File: config.mk
export PLATFORM = sky130hd
export DESIGN_NAME = sdi_timing_reference_detector_core_flat
export DESIGN_NICKNAME = d
export VERILOG_FILES = /design/src/hw/rtl/sdi_trd_pkg.sv /design/src/hw/rtl/sdi_trd_in_if.sv /design/src/hw/rtl/sdi_trd_out_if.sv /design/src/hw/rtl/sdi_timing_reference_detector_core.sv /design/src/flat_wrapper.sv
export VERILOG_INCLUDE_DIRS = /design/src /design/src/hw/rtl
export SDC_FILE = /design/constraint.sdc
export NUM_CORES = 1
export LEC_CHECK = 0
export BUFFER_PORTS_ARGS = -buffer_cell sky130_fd_sc_hd__clkbuf_2
export CAP_MARGIN = 10
export CORE_MARGIN = 2
export CORE_UTILIZATION = 60
export DETAILED_ROUTE_END_ITERATION = 7
export GPL_TIMING_DRIVEN = 0
export PLACE_DENSITY = 0.78
export SKIP_CTS_REPAIR_TIMING = 1
export SLEW_MARGIN = 20
export SYNTH_ARGS = -nofsm -noshare
export SYNTH_HDL_FRONTEND = slang
export SYNTH_SLANG_ARGS = --single-unit
File: constraint.sdc
create_clock -name clk -period 18.85 [get_ports clk]
set_clock_uncertainty 0.1 [all_clocks]
set_input_delay 4.7125 -clock clk [delete_from_list [all_inputs] [get_ports clk]]
set_output_delay 4.7125 -clock clk [all_outputs]
set_load 0.02 [all_outputs]
File: src/hw/rtl/assert_macros.svh
// Assertion helpers for the RTL. In simulation builds each macro expands to a labeled concurrent
// assertion clocked on the rising edge and disabled while reset is low; otherwise it expands to nothing.
`ifndef ASSERT_MACROS_SVH
`define ASSERT_MACROS_SVH

`ifndef SYNTHESIS

`define ASSERT_IMPL(label, clk, rst_n, ante, cons) \
	label: assert property (@(posedge clk) disable iff (!rst_n) (ante) |-> (cons)) \
		else $error("Assertion failed.");

`define ASSERT_NEXT(label, clk, rst_n, ante, cons) \
	label: assert property (@(posedge clk) disable iff (!rst_n) (ante) |=> (cons)) \
		else $error("Assertion failed.");

`else

`define ASSERT_IMPL(label, clk, rst_n, ante, cons)

`define ASSERT_NEXT(label, clk, rst_n, ante, cons)

`endif

`endif

File: src/hw/rtl/sdi_trd_pkg.sv
`default_nettype none

package sdi_trd_pkg;

	localparam int unsigned OFFSET_BITS_DEFAULT = 32;
	localparam int unsigned PATTERN_BYTES = 16;
	localparam int unsigned HELD_BYTES = PATTERN_BYTES - 1;
	localparam int unsigned RESULT_BITS = 32;
	localparam int unsigned KIND_COUNT = 4;

	typedef enum logic [1:0] {
		KIND_SAV_BLANK  = 2'd0,
		KIND_EAV_BLANK  = 2'd1,
		KIND_SAV_ACTIVE = 2'd2,
		KIND_EAV_ACTIVE = 2'd3
	} match_kind_t;

	typedef logic [7:0] byte_t;
	typedef byte_t [PATTERN_BYTES-1:0] window_t;

	// Byte j of the multiplexed pattern: every byte pair of the base is sent twice.
	function automatic byte_t pattern_byte(input match_kind_t kind, input int unsigned j);
		int unsigned idx;
		byte_t value;
		idx = 2 * (j >> 2) + (j & 1);
		if (idx >= 7) begin
			unique case (kind)
				KIND_SAV_BLANK:  value = 8'hAC;
				KIND_EAV_BLANK:  value = 8'hDB;
				KIND_SAV_ACTIVE: value = 8'h00;
				KIND_EAV_ACTIVE: value = 8'h74;
				default:         value = 8'h00;
			endcase
		end else begin
			unique case (idx)
				0:       value = 8'h03;
				1:       value = 8'hFF;
				6:       value = 8'h02;
				default: value = 8'h00;
			endcase
		end
		return value;
	endfunction

endpackage

`default_nettype wire

File: src/hw/rtl/sdi_trd_in_if.sv
`default_nettype none

interface sdi_trd_in_if;
	import sdi_trd_pkg::*;

	logic  valid;
	logic  ready;
	byte_t data_byte;
	logic  buffer_start;

	modport source (output valid, output data_byte, output buffer_start, input ready);
	modport sink (input valid, input data_byte, input buffer_start, output ready);
endinterface

`default_nettype wire

File: src/hw/rtl/sdi_trd_out_if.sv
`default_nettype none

interface sdi_trd_out_if;
	import sdi_trd_pkg::*;

	logic                   valid;
	logic                   ready;
	logic [1:0]             match_kind;
	logic [RESULT_BITS-1:0] match_offset;
	logic [RESULT_BITS-1:0] match_distance;

	modport source (output valid, output match_kind, output match_offset,
		output match_distance, input ready);
	modport sink (input valid, input match_kind, input match_offset,
		input match_distance, output ready);
endinterface

`default_nettype wire

File: src/hw/rtl/sdi_timing_reference_detector_core.sv
// Requests are registered in the first stage; a match there goes to the output register once it is free.
// Throughput: one request per cycle unless stalled; the window compare is a single registered stage.
// The input stalls only while a match waits in the first stage behind an unread result.
// Reset (arst_n low, asynchronous) clears the window, the byte count, the SAV and EAV
// history and all valid flags; no clearing pass is needed afterwards.
`default_nettype none

`include "assert_macros.svh"

module sdi_timing_reference_detector_core #(
	parameter int unsigned OFFSET_BITS = sdi_trd_pkg::OFFSET_BITS_DEFAULT
) (
	input  logic          clk,
	input  logic          arst_n,
	sdi_trd_in_if.sink    stream,
	sdi_trd_out_if.source result
);
	import sdi_trd_pkg::*;

	localparam logic [OFFSET_BITS-1:0] CNT_MAX = '1;
	localparam logic [OFFSET_BITS-1:0] HELD = OFFSET_BITS'(HELD_BYTES);

	byte_t [HELD_BYTES-1:0]  window_q;
	logic [OFFSET_BITS-1:0]  count_q;

	window_t                 window_s1;
	logic [OFFSET_BITS-1:0]  idx_s1;
	logic                    start_s1;
	logic                    valid_s1;

	logic                    sav_seen_q;
	logic                    eav_seen_q;
	logic [OFFSET_BITS-1:0]  last_sav_q;
	logic [OFFSET_BITS-1:0]  last_eav_q;

	logic                    out_valid_q;
	match_kind_t             kind_q;
	logic [RESULT_BITS-1:0]  offset_q;
	logic [RESULT_BITS-1:0]  distance_q;

	logic                    accept;
	window_t                 full_in;
	logic [OFFSET_BITS-1:0]  count_eff;
	logic [OFFSET_BITS-1:0]  count_next;

	logic                    hit_any;
	match_kind_t             kind;
	logic                    s1_hit;
	logic                    is_eav;
	logic                    seen_eff;
	logic [OFFSET_BITS-1:0]  last_eff;
	logic [OFFSET_BITS-1:0]  offset;
	logic [OFFSET_BITS-1:0]  distance;
	logic [RESULT_BITS-1:0]  offset_out;
	logic [RESULT_BITS-1:0]  dist_out;
	logic                    out_free;
	logic                    s1_adv;

	// A new buffer starts from an empty window and a zero count.
	assign accept = stream.valid && stream.ready;
	assign full_in = {stream.data_byte, (stream.buffer_start ? {HELD_BYTES{8'h00}} : window_q)};
	assign count_eff = stream.buffer_start ? '0 : count_q;
	assign count_next = (count_eff != CNT_MAX) ? count_eff + 1'b1 : count_eff;

	always_comb begin
		hit_any = 1'b0;
		kind = KIND_SAV_BLANK;
		for (int unsigned k = 0; k < KIND_COUNT; k++) begin
			logic eq;
			eq = 1'b1;
			for (int unsigned j = 0; j < PATTERN_BYTES; j++) begin
				eq = eq && (window_s1[j] == pattern_byte(match_kind_t'(2'(k)), j));
			end
			if (eq && !hit_any) begin
				hit_any = 1'b1;
				kind = match_kind_t'(2'(k));
			end
		end
	end

	assign s1_hit = valid_s1 && hit_any && (idx_s1 >= HELD);
	assign offset = idx_s1 - HELD;
	assign is_eav = kind[0];
	assign seen_eff = !start_s1 && (is_eav ? eav_seen_q : sav_seen_q);
	assign last_eff = is_eav ? last_eav_q : last_sav_q;
	assign distance = seen_eff ? offset - last_eff : '0;

	if (OFFSET_BITS > RESULT_BITS) begin : g_clamp
		assign offset_out = (|offset[OFFSET_BITS-1:RESULT_BITS]) ? '1 : offset[RESULT_BITS-1:0];
		assign dist_out = (|distance[OFFSET_BITS-1:RESULT_BITS]) ? '1 :
			distance[RESULT_BITS-1:0];
	end else begin : g_extend
		assign offset_out = RESULT_BITS'(offset);
		assign dist_out = RESULT_BITS'(distance);
	end

	assign out_free = !out_valid_q || result.ready;
	assign s1_adv = valid_s1 && (!s1_hit || out_free);
	assign stream.ready = !valid_s1 || s1_adv;

	always_ff @(posedge clk or negedge arst_n) begin
		if (!arst_n) begin
			window_q <= '0;
			count_q <= '0;
			valid_s1 <= 1'b0;
			sav_seen_q <= 1'b0;
			eav_seen_q <= 1'b0;
			last_sav_q <= '0;
			last_eav_q <= '0;
			out_valid_q <= 1'b0;
		end else begin
			if (accept) begin
				window_q <= full_in[PATTERN_BYTES-1:1];
				count_q <= count_next;
			end
			if (stream.ready) begin
				valid_s1 <= stream.valid;
			end
			if (s1_adv) begin
				if (s1_hit && is_eav) begin
					last_eav_q <= offset;
					eav_seen_q <= 1'b1;
				end else if (start_s1) begin
					eav_seen_q <= 1'b0;
				end
				if (s1_hit && !is_eav) begin
					last_sav_q <= offset;
					sav_seen_q <= 1'b1;
				end else if (start_s1) begin
					sav_seen_q <= 1'b0;
				end
			end
			if (out_free) begin
				out_valid_q <= s1_hit;
			end
		end
	end

	always_ff @(posedge clk) begin
		if (accept) begin
			window_s1 <= full_in;
			idx_s1 <= count_eff;
			start_s1 <= stream.buffer_start;
		end
		if (s1_hit && out_free) begin
			kind_q <= kind;
			offset_q <= offset_out;
			distance_q <= dist_out;
		end
	end

	assign result.valid = out_valid_q;
	assign result.match_kind = kind_q;
	assign result.match_offset = offset_q;
	assign result.match_distance = distance_q;

	`ASSERT_IMPL(a_sav_seen_rise, clk, arst_n, $rose(sav_seen_q), $past(s1_adv && s1_hit && !is_eav))
	`ASSERT_IMPL(a_eav_seen_rise, clk, arst_n, $rose(eav_seen_q), $past(s1_adv && s1_hit && is_eav))
	`ASSERT_NEXT(a_count_moves, clk, arst_n, accept, count_q != '0)
	`ASSERT_NEXT(a_stall_holds, clk, arst_n, valid_s1 && s1_hit && !out_free, valid_s1 && $stable(idx_s1))

endmodule

`default_nettype wire
File: src/flat_wrapper.sv
// flat-port wrapper written by rule: the top's interface ports become plain ports
module sdi_timing_reference_detector_core_flat import sdi_trd_pkg::*;
#(
	parameter int unsigned OFFSET_BITS = sdi_trd_pkg::OFFSET_BITS_DEFAULT
)
  (clk, arst_n, stream_valid, stream_data_byte, stream_buffer_start, stream_ready, result_valid, result_match_kind, result_match_offset, result_match_distance, result_ready);
  sdi_trd_in_if stream_i ();
  sdi_trd_out_if result_i ();
  input  logic clk;
  input  logic arst_n;
  input wire logic [$bits(stream_i.valid)-1:0] stream_valid;
  input wire logic [$bits(stream_i.data_byte)-1:0] stream_data_byte;
  input wire logic [$bits(stream_i.buffer_start)-1:0] stream_buffer_start;
  output wire logic [$bits(stream_i.ready)-1:0] stream_ready;
  output wire logic [$bits(result_i.valid)-1:0] result_valid;
  output wire logic [$bits(result_i.match_kind)-1:0] result_match_kind;
  output wire logic [$bits(result_i.match_offset)-1:0] result_match_offset;
  output wire logic [$bits(result_i.match_distance)-1:0] result_match_distance;
  input wire logic [$bits(result_i.ready)-1:0] result_ready;
  assign stream_i.valid = stream_valid;
  assign stream_i.data_byte = stream_data_byte;
  assign stream_i.buffer_start = stream_buffer_start;
  assign stream_ready = stream_i.ready;
  assign result_valid = result_i.valid;
  assign result_match_kind = result_i.match_kind;
  assign result_match_offset = result_i.match_offset;
  assign result_match_distance = result_i.match_distance;
  assign result_i.ready = result_ready;
  sdi_timing_reference_detector_core #(.OFFSET_BITS(OFFSET_BITS)) u_core (.clk(clk), .arst_n(arst_n), .stream(stream_i), .result(result_i));
endmodule
After elaboration in Yosys (flattened, before gate mapping)
Index checks and enable logic that the tools add are counted.
{ "word_totals": {"register_bits": 447, "input_bits": 13, "word_cells": 139} }
{ "classes": {"add_sub_neg": 3, "order_cmp": 1, "n_eq_ne": 13, "n_mux": 15, "reduce_logical": 63} }
{ "ops": {"columns": ["operator", "n"], "rows": [
  ["$mux W120", 1],
  ["$mux W32", 3],
  ["$logic_not A8 Y1", 10],
  ["$eq A8 B8 Y1 const B", 6],
  ["$logic_and A1 B1 Y1", 35],
  ["$add A32 B1 Y32 const B", 1],
  ["$eq A8 B2 Y1 const B", 4],
  ["$ge A32 B4 Y1 const B", 1],
  ["$ne A32 B32 Y1 const B", 1],
  ["$sub A32 B32 Y32", 1],
  ["$sub A32 B4 Y32 const B", 1],
  ["$eq A8 B7 Y1 const B", 2],
  ["$mux W1", 11],
  ["$logic_not A1 Y1", 8],
  ["$reduce_and A2 Y1", 4],
  ["$reduce_bool A2 Y1", 2],
  ["$logic_or A1 B1 Y1", 3],
  ["$reduce_or A2 Y1", 1]
]} }

Longest topological paths before layout
{ "depth": {"word_depth": 33, "ltp_mapped": 18} }

Least setup slack after synthesis
No wires, ideal clock.
{ "synth_path": {"kind": "in2reg", "from": "in result_ready", "to": "reg u_core.idx_s1[0], enable pin", "setup_ns": 0.589, "arrival_ns": 9.640, "path_slack_ns": 8.521, "cell_stages": 4, "path_buffers": 1, "path_cell_list": "nand2b_1 o21ai_1 inv_1 clkbuf_1"} }
{ "synth_via": {"elab_chain_len": 5} }
{ "synth_lines": {"columns": ["item", "line", "source"], "rows": [
  ["start, declared", "flat_wrapper.sv:19", "input wire logic [$bits(result_i.ready)-1:0] result_ready;"],
  ["$logic_or A1 B1 Y1", "sdi_timing_reference_detector_core.sv:97", "assign out_free = !out_valid_q || result.ready;"],
  ["$logic_or A1 B1 Y1", "sdi_timing_reference_detector_core.sv:98", "assign s1_adv = valid_s1 && (!s1_hit || out_free);"],
  ["$logic_and A1 B1 Y1", "sdi_timing_reference_detector_core.sv:98", null],
  ["$logic_or A1 B1 Y1", "sdi_timing_reference_detector_core.sv:99", "assign stream.ready = !valid_s1 || s1_adv;"],
  ["$logic_and A1 B1 Y1", "sdi_timing_reference_detector_core.sv:60", "assign accept = stream.valid && stream.ready;"],
  ["net u_core.accept", "sdi_timing_reference_detector_core.sv:41", "logic accept;"],
  ["end signal, assigned", "sdi_timing_reference_detector_core.sv:142", "idx_s1 <= count_eff;"],
  ["end, declared", "sdi_timing_reference_detector_core.sv:27", "logic [OFFSET_BITS-1:0] idx_s1;"]
]} }
The timed path passes the listed nets, and every way through them passes these cells.
A chain may end at the register's enable or synchronous reset.

Worst setup path in the final report
{ "layout_path": {"from": "in result_ready", "to": "out stream_ready"} }
{ "layout_via": {"elab_chain_len": 4} }
{ "layout_lines": {"columns": ["item", "line", "source"], "rows": [
  ["$logic_or A1 B1 Y1", "sdi_timing_reference_detector_core.sv:97", null],
  ["$logic_or A1 B1 Y1", "sdi_timing_reference_detector_core.sv:98", null],
  ["$logic_and A1 B1 Y1", "sdi_timing_reference_detector_core.sv:98", null],
  ["$logic_or A1 B1 Y1", "sdi_timing_reference_detector_core.sv:99", null],
  ["end, declared", "flat_wrapper.sv:14", "output wire logic [$bits(stream_i.ready)-1:0] stream_ready;"]
]} }
No other way between the ends.

==> results.sh <==
export IMPL_yosysTopAreaCellShare_pct=35.1
export IMPL_yosysWarnings=0
export IMPL_cp_cell_sequence="clkbuf_2, nand2b_1, nor2_1, inv_1, clkbuf_2"
export IMPL_port_buffers=80
export IMPL_drcViolationCount=0
export IMPL_drv_cap=0
export IMPL_overflow=0
export IMPL_crit_type="in -> out"
export IMPL_min_path_type="reg -> reg"
export IMPL_worst_slew_pin_transition_ns=0.955
export IMPL_first_pass_iters=6
export IMPL_cts_max_level=2
export IMPL_r2r_cells=17
export IMPL_hold_violations=0
export IMPL_grt_max_degree=94
export IMPL_synth_area_leader_cell="edfxtp_1"
export IMPL_diodes=0
export IMPL_rsz0062_at_grt="no"
export IMPL_nFillCells=2234
export IMPL_fmax_mhz=98.5
export IMPL_fin_cells=2073
export IMPL_worst_path_stages=5
export IMPL_core_sq_um=31700
export IMPL_gp_congestion=0.901
export IMPL_yosys_cell_types_count=60
export IMPL_synth_main_ff_cell="edfxtp_1"
export IMPL_clockBufferDepth=3
export IMPL_holdPathStages=2
export IMPL_viasPerCell=5.74
export IMPL_grt_pass1_wl_um=61600
export IMPL_synth_seq_cells=447
export IMPL_cts_root_buf="clkbuf_16"
export IMPL_tns_ns=0
export IMPL_die_area_sq_um=33800
export IMPL_required_ns=14.04
export IMPL_crit_buf_inv=3
export IMPL_synthesis_instances=1502
export IMPL_grt_pass1_vias=12300
export IMPL_synth_seq_area_share_pct=63.4
export IMPL_worstPathArrival_ns=5.34
export IMPL_irDropWorstVdd_v=0.0000747
export IMPL_cts_tree="built"
export IMPL_die_x_um=184
export IMPL_fin_crit_ns=10.15
export IMPL_initial_core_util_pct=61.2
export IMPL_antenna_left=0
export IMPL_status="completed"
export IMPL_worst_slack_ns=8.70
export IMPL_die_y_um=184
export IMPL_power_leakage_uw=0.00907
export IMPL_cpPeakStageDelay_ns=0.17
export IMPL_final_max_slew_viol_count=0
export IMPL_ioPinCount=81
export IMPL_cpMaxStageDelayCell="nand2b_1"
export IMPL_worst_setup_path_end_kind="output pin"
export IMPL_cts_made_buffers=44
export IMPL_cts_sinks=447
export IMPL_insertion_delay_ns=0.55
export IMPL_drive_gt1_share_pct=18.7
export IMPL_num_vias=11900
export IMPL_synth_edf_count=227
export IMPL_cp_max_fo=3
export IMPL_avgSynthCellArea_sq_um=12.9
export IMPL_pre_cts_slack_ns=8.71
export IMPL_power_total_uw=1990
export IMPL_finalWirelength_um=37300
export IMPL_period_share_pct=53.9
export IMPL_crit_top_cell="clkbuf_2"
export IMPL_nets=1682
export IMPL_drtIter0Drc=675
export IMPL_track_usage_pct=23.0
export IMPL_dp_cells=1991
export IMPL_clk_pin_slew_ns=0.06
export IMPL_setup_viol=0
export IMPL_syn_num_nets=1549
export IMPL_antenna_found_initial=0
export IMPL_worstSetupStartpointType="primary input"
export IMPL_fin_hold_ws_ns=0.371
export IMPL_syn_area_sq_um=19400
export IMPL_async_reset_ff_share_pct=49.2
export IMPL_hpwl_um=26200
export IMPL_ys_top_cells_by_area="edfxtp_1, dfrtp_1, mux2_2, nor2b_1, nor2_1"
export IMPL_power_density_nw_per_um2=91.0
export IMPL_crit_family="buffers and inverters"
export IMPL_relSlewSlack_pct=36.3
export IMPL_wl_per_cell_um=18.0
export IMPL_area_delta_synth_final_pct=12.8
export IMPL_rows=65
[final timing paths]
kind                                                   start                                              to  slack, ns
setup / recovery                                result_ready                                    stream_ready       8.70
hold / removal              u_core.window_q[118]$_DFFE_PN0P_                u_core.window_q[118]$_DFFE_PN0P_       0.37
setup reg to reg           u_core.window_s1[2]$_SDFFCE_PP0P_  u_core.result.match_distance[31]$_SDFFCE_PN0P_      12.06
hold reg to reg             u_core.window_q[118]$_DFFE_PN0P_                u_core.window_q[118]$_DFFE_PN0P_       0.37
max in group asynchronous                             arst_n               u_core.last_sav_q[24]$_DFFE_PN0P_      13.66
min in group asynchronous                             arst_n                 u_core.window_q[28]$_DFFE_PN0P_       4.09
[tightest hold or removal path, stage by stage (launching register included)]
cell and delay, ns:
dfrtp_1 0.33, nand2_1 0.05, nand2_1 0.06
[synthesized netlist by cell type, types with 4 or more instances]
cell type,instances
a21oi_1,75
buf_2,11
o21bai_1,6
edfxtp_1,227
mux2_2,133
a211oi_1,8
inv_1,42
nand2_1,98
o2111ai_1,6
or4_1,7
dfrtp_1,220
xnor2_1,45
o21ai_0,20
nand4_1,25
mux2i_1,33
nor3_1,30
and4_1,5
nor2b_1,154
nor2_1,111
and3_1,7
buf_1,5
nor3b_1,6
nand2b_1,9
xor2_1,35
nand3_1,18
nor4_1,27
clkbuf_1,42
or3_1,4
nor4b_1,7
a21o_1,10
ha_1,33
[metal layers]
metal	up-vias	share of wire, %	global-route usage [%]
li1	5640	-	-
met1	5867	43	30.2
met2	293	49	39.1
met3	93	3.9	3.25
met4	0	3.6	8.96
met5	-	0	0
[cell type report]
cell class / count / area, sq um / area share [%]
Timing Repair Buffer: 87 / 579 / 2.64
Multi-Input combinational cell: 954 / 6710 / 30.6
Sequential cell: 447 / 12300 / 56.2
Buffer: 59 / 240 / 1.10
Clock buffer: 65 / 1300 / 5.94
Tap cell: 402 / 503 / 2.30
Inverter: 42 / 158 / 0.719
Clock inverter: 17 / 95.1 / 0.434
[flip-flops by register name, indices dropped and copies added, names as in the netlist]
register / cells
u_core.last_sav_q: 32
u_core.eav_seen_q: 1
u_core.valid_s1: 1
u_core.window_s1: 128
u_core.count_q: 32
u_core.start_s1: 1
u_core.sav_seen_q: 1
u_core.result.valid: 1
u_core.window_q: 120
u_core.result.match_offset: 32
u_core.result.match_kind: 2
u_core.last_eav_q: 32
u_core.result.match_distance: 32
u_core.idx_s1: 32
[logic make-up (layout without fill, tap and decap cells)]
| family | Yosys count | in the layout | share of synthesized area, % |
|---|---|---|---|
| adder cells (fa/ha/maj) | 34 | 34 | 2.23 |
| multiplexers | 166 | 166 | 9.41 |
| buffers and inverters | 101 | 270 | 2.03 |
| AO/OA/AOI/OAI | 146 | 146 | 4.50 |
| flip-flops | 447 | 447 | 63.4 |
| AND/OR/NAND/NOR | 527 | 527 | 14.6 |
| XOR/XNOR | 81 | 81 | 3.75 |
[report_power, final]
group | internal, uW | switching, uW
Combinational | 34.6 | 62.7
Sequential | 1050 | 13.2
Clock | 479 | 354
Total | 1570 | 429
[stage by stage]
step           instance area, sq um  utilization [%]
2_1_floorplan                 19400                -
3_3_place_gp                  20300             64.1
3_5_place_dp                  20500             64.7
4_1_cts                       21900             69.1
5_1_grt                       21900             69.1
6_report                      21900             69.1
[cells in the final DEF (no fill, tap or decap), drive strengths merged, types with 33 or more instances in the layout]
| master | Yosys | final |
|---|---|---|
| edfxtp | 227 | 227 |
| dfrtp | 220 | 220 |
| clkbuf | 43 | 188 |
| nor2b | 154 | 154 |
| mux2 | 133 | 133 |
| nor2 | 111 | 111 |
| nand2 | 98 | 98 |
| a21oi | 75 | 75 |
| xnor2 | 46 | 46 |
| inv | 42 | 42 |
| xor2 | 35 | 35 |
| mux2i | 33 | 33 |
| ha | 33 | 33 |
Note: power is estimated with default switching activity, not from simulation.
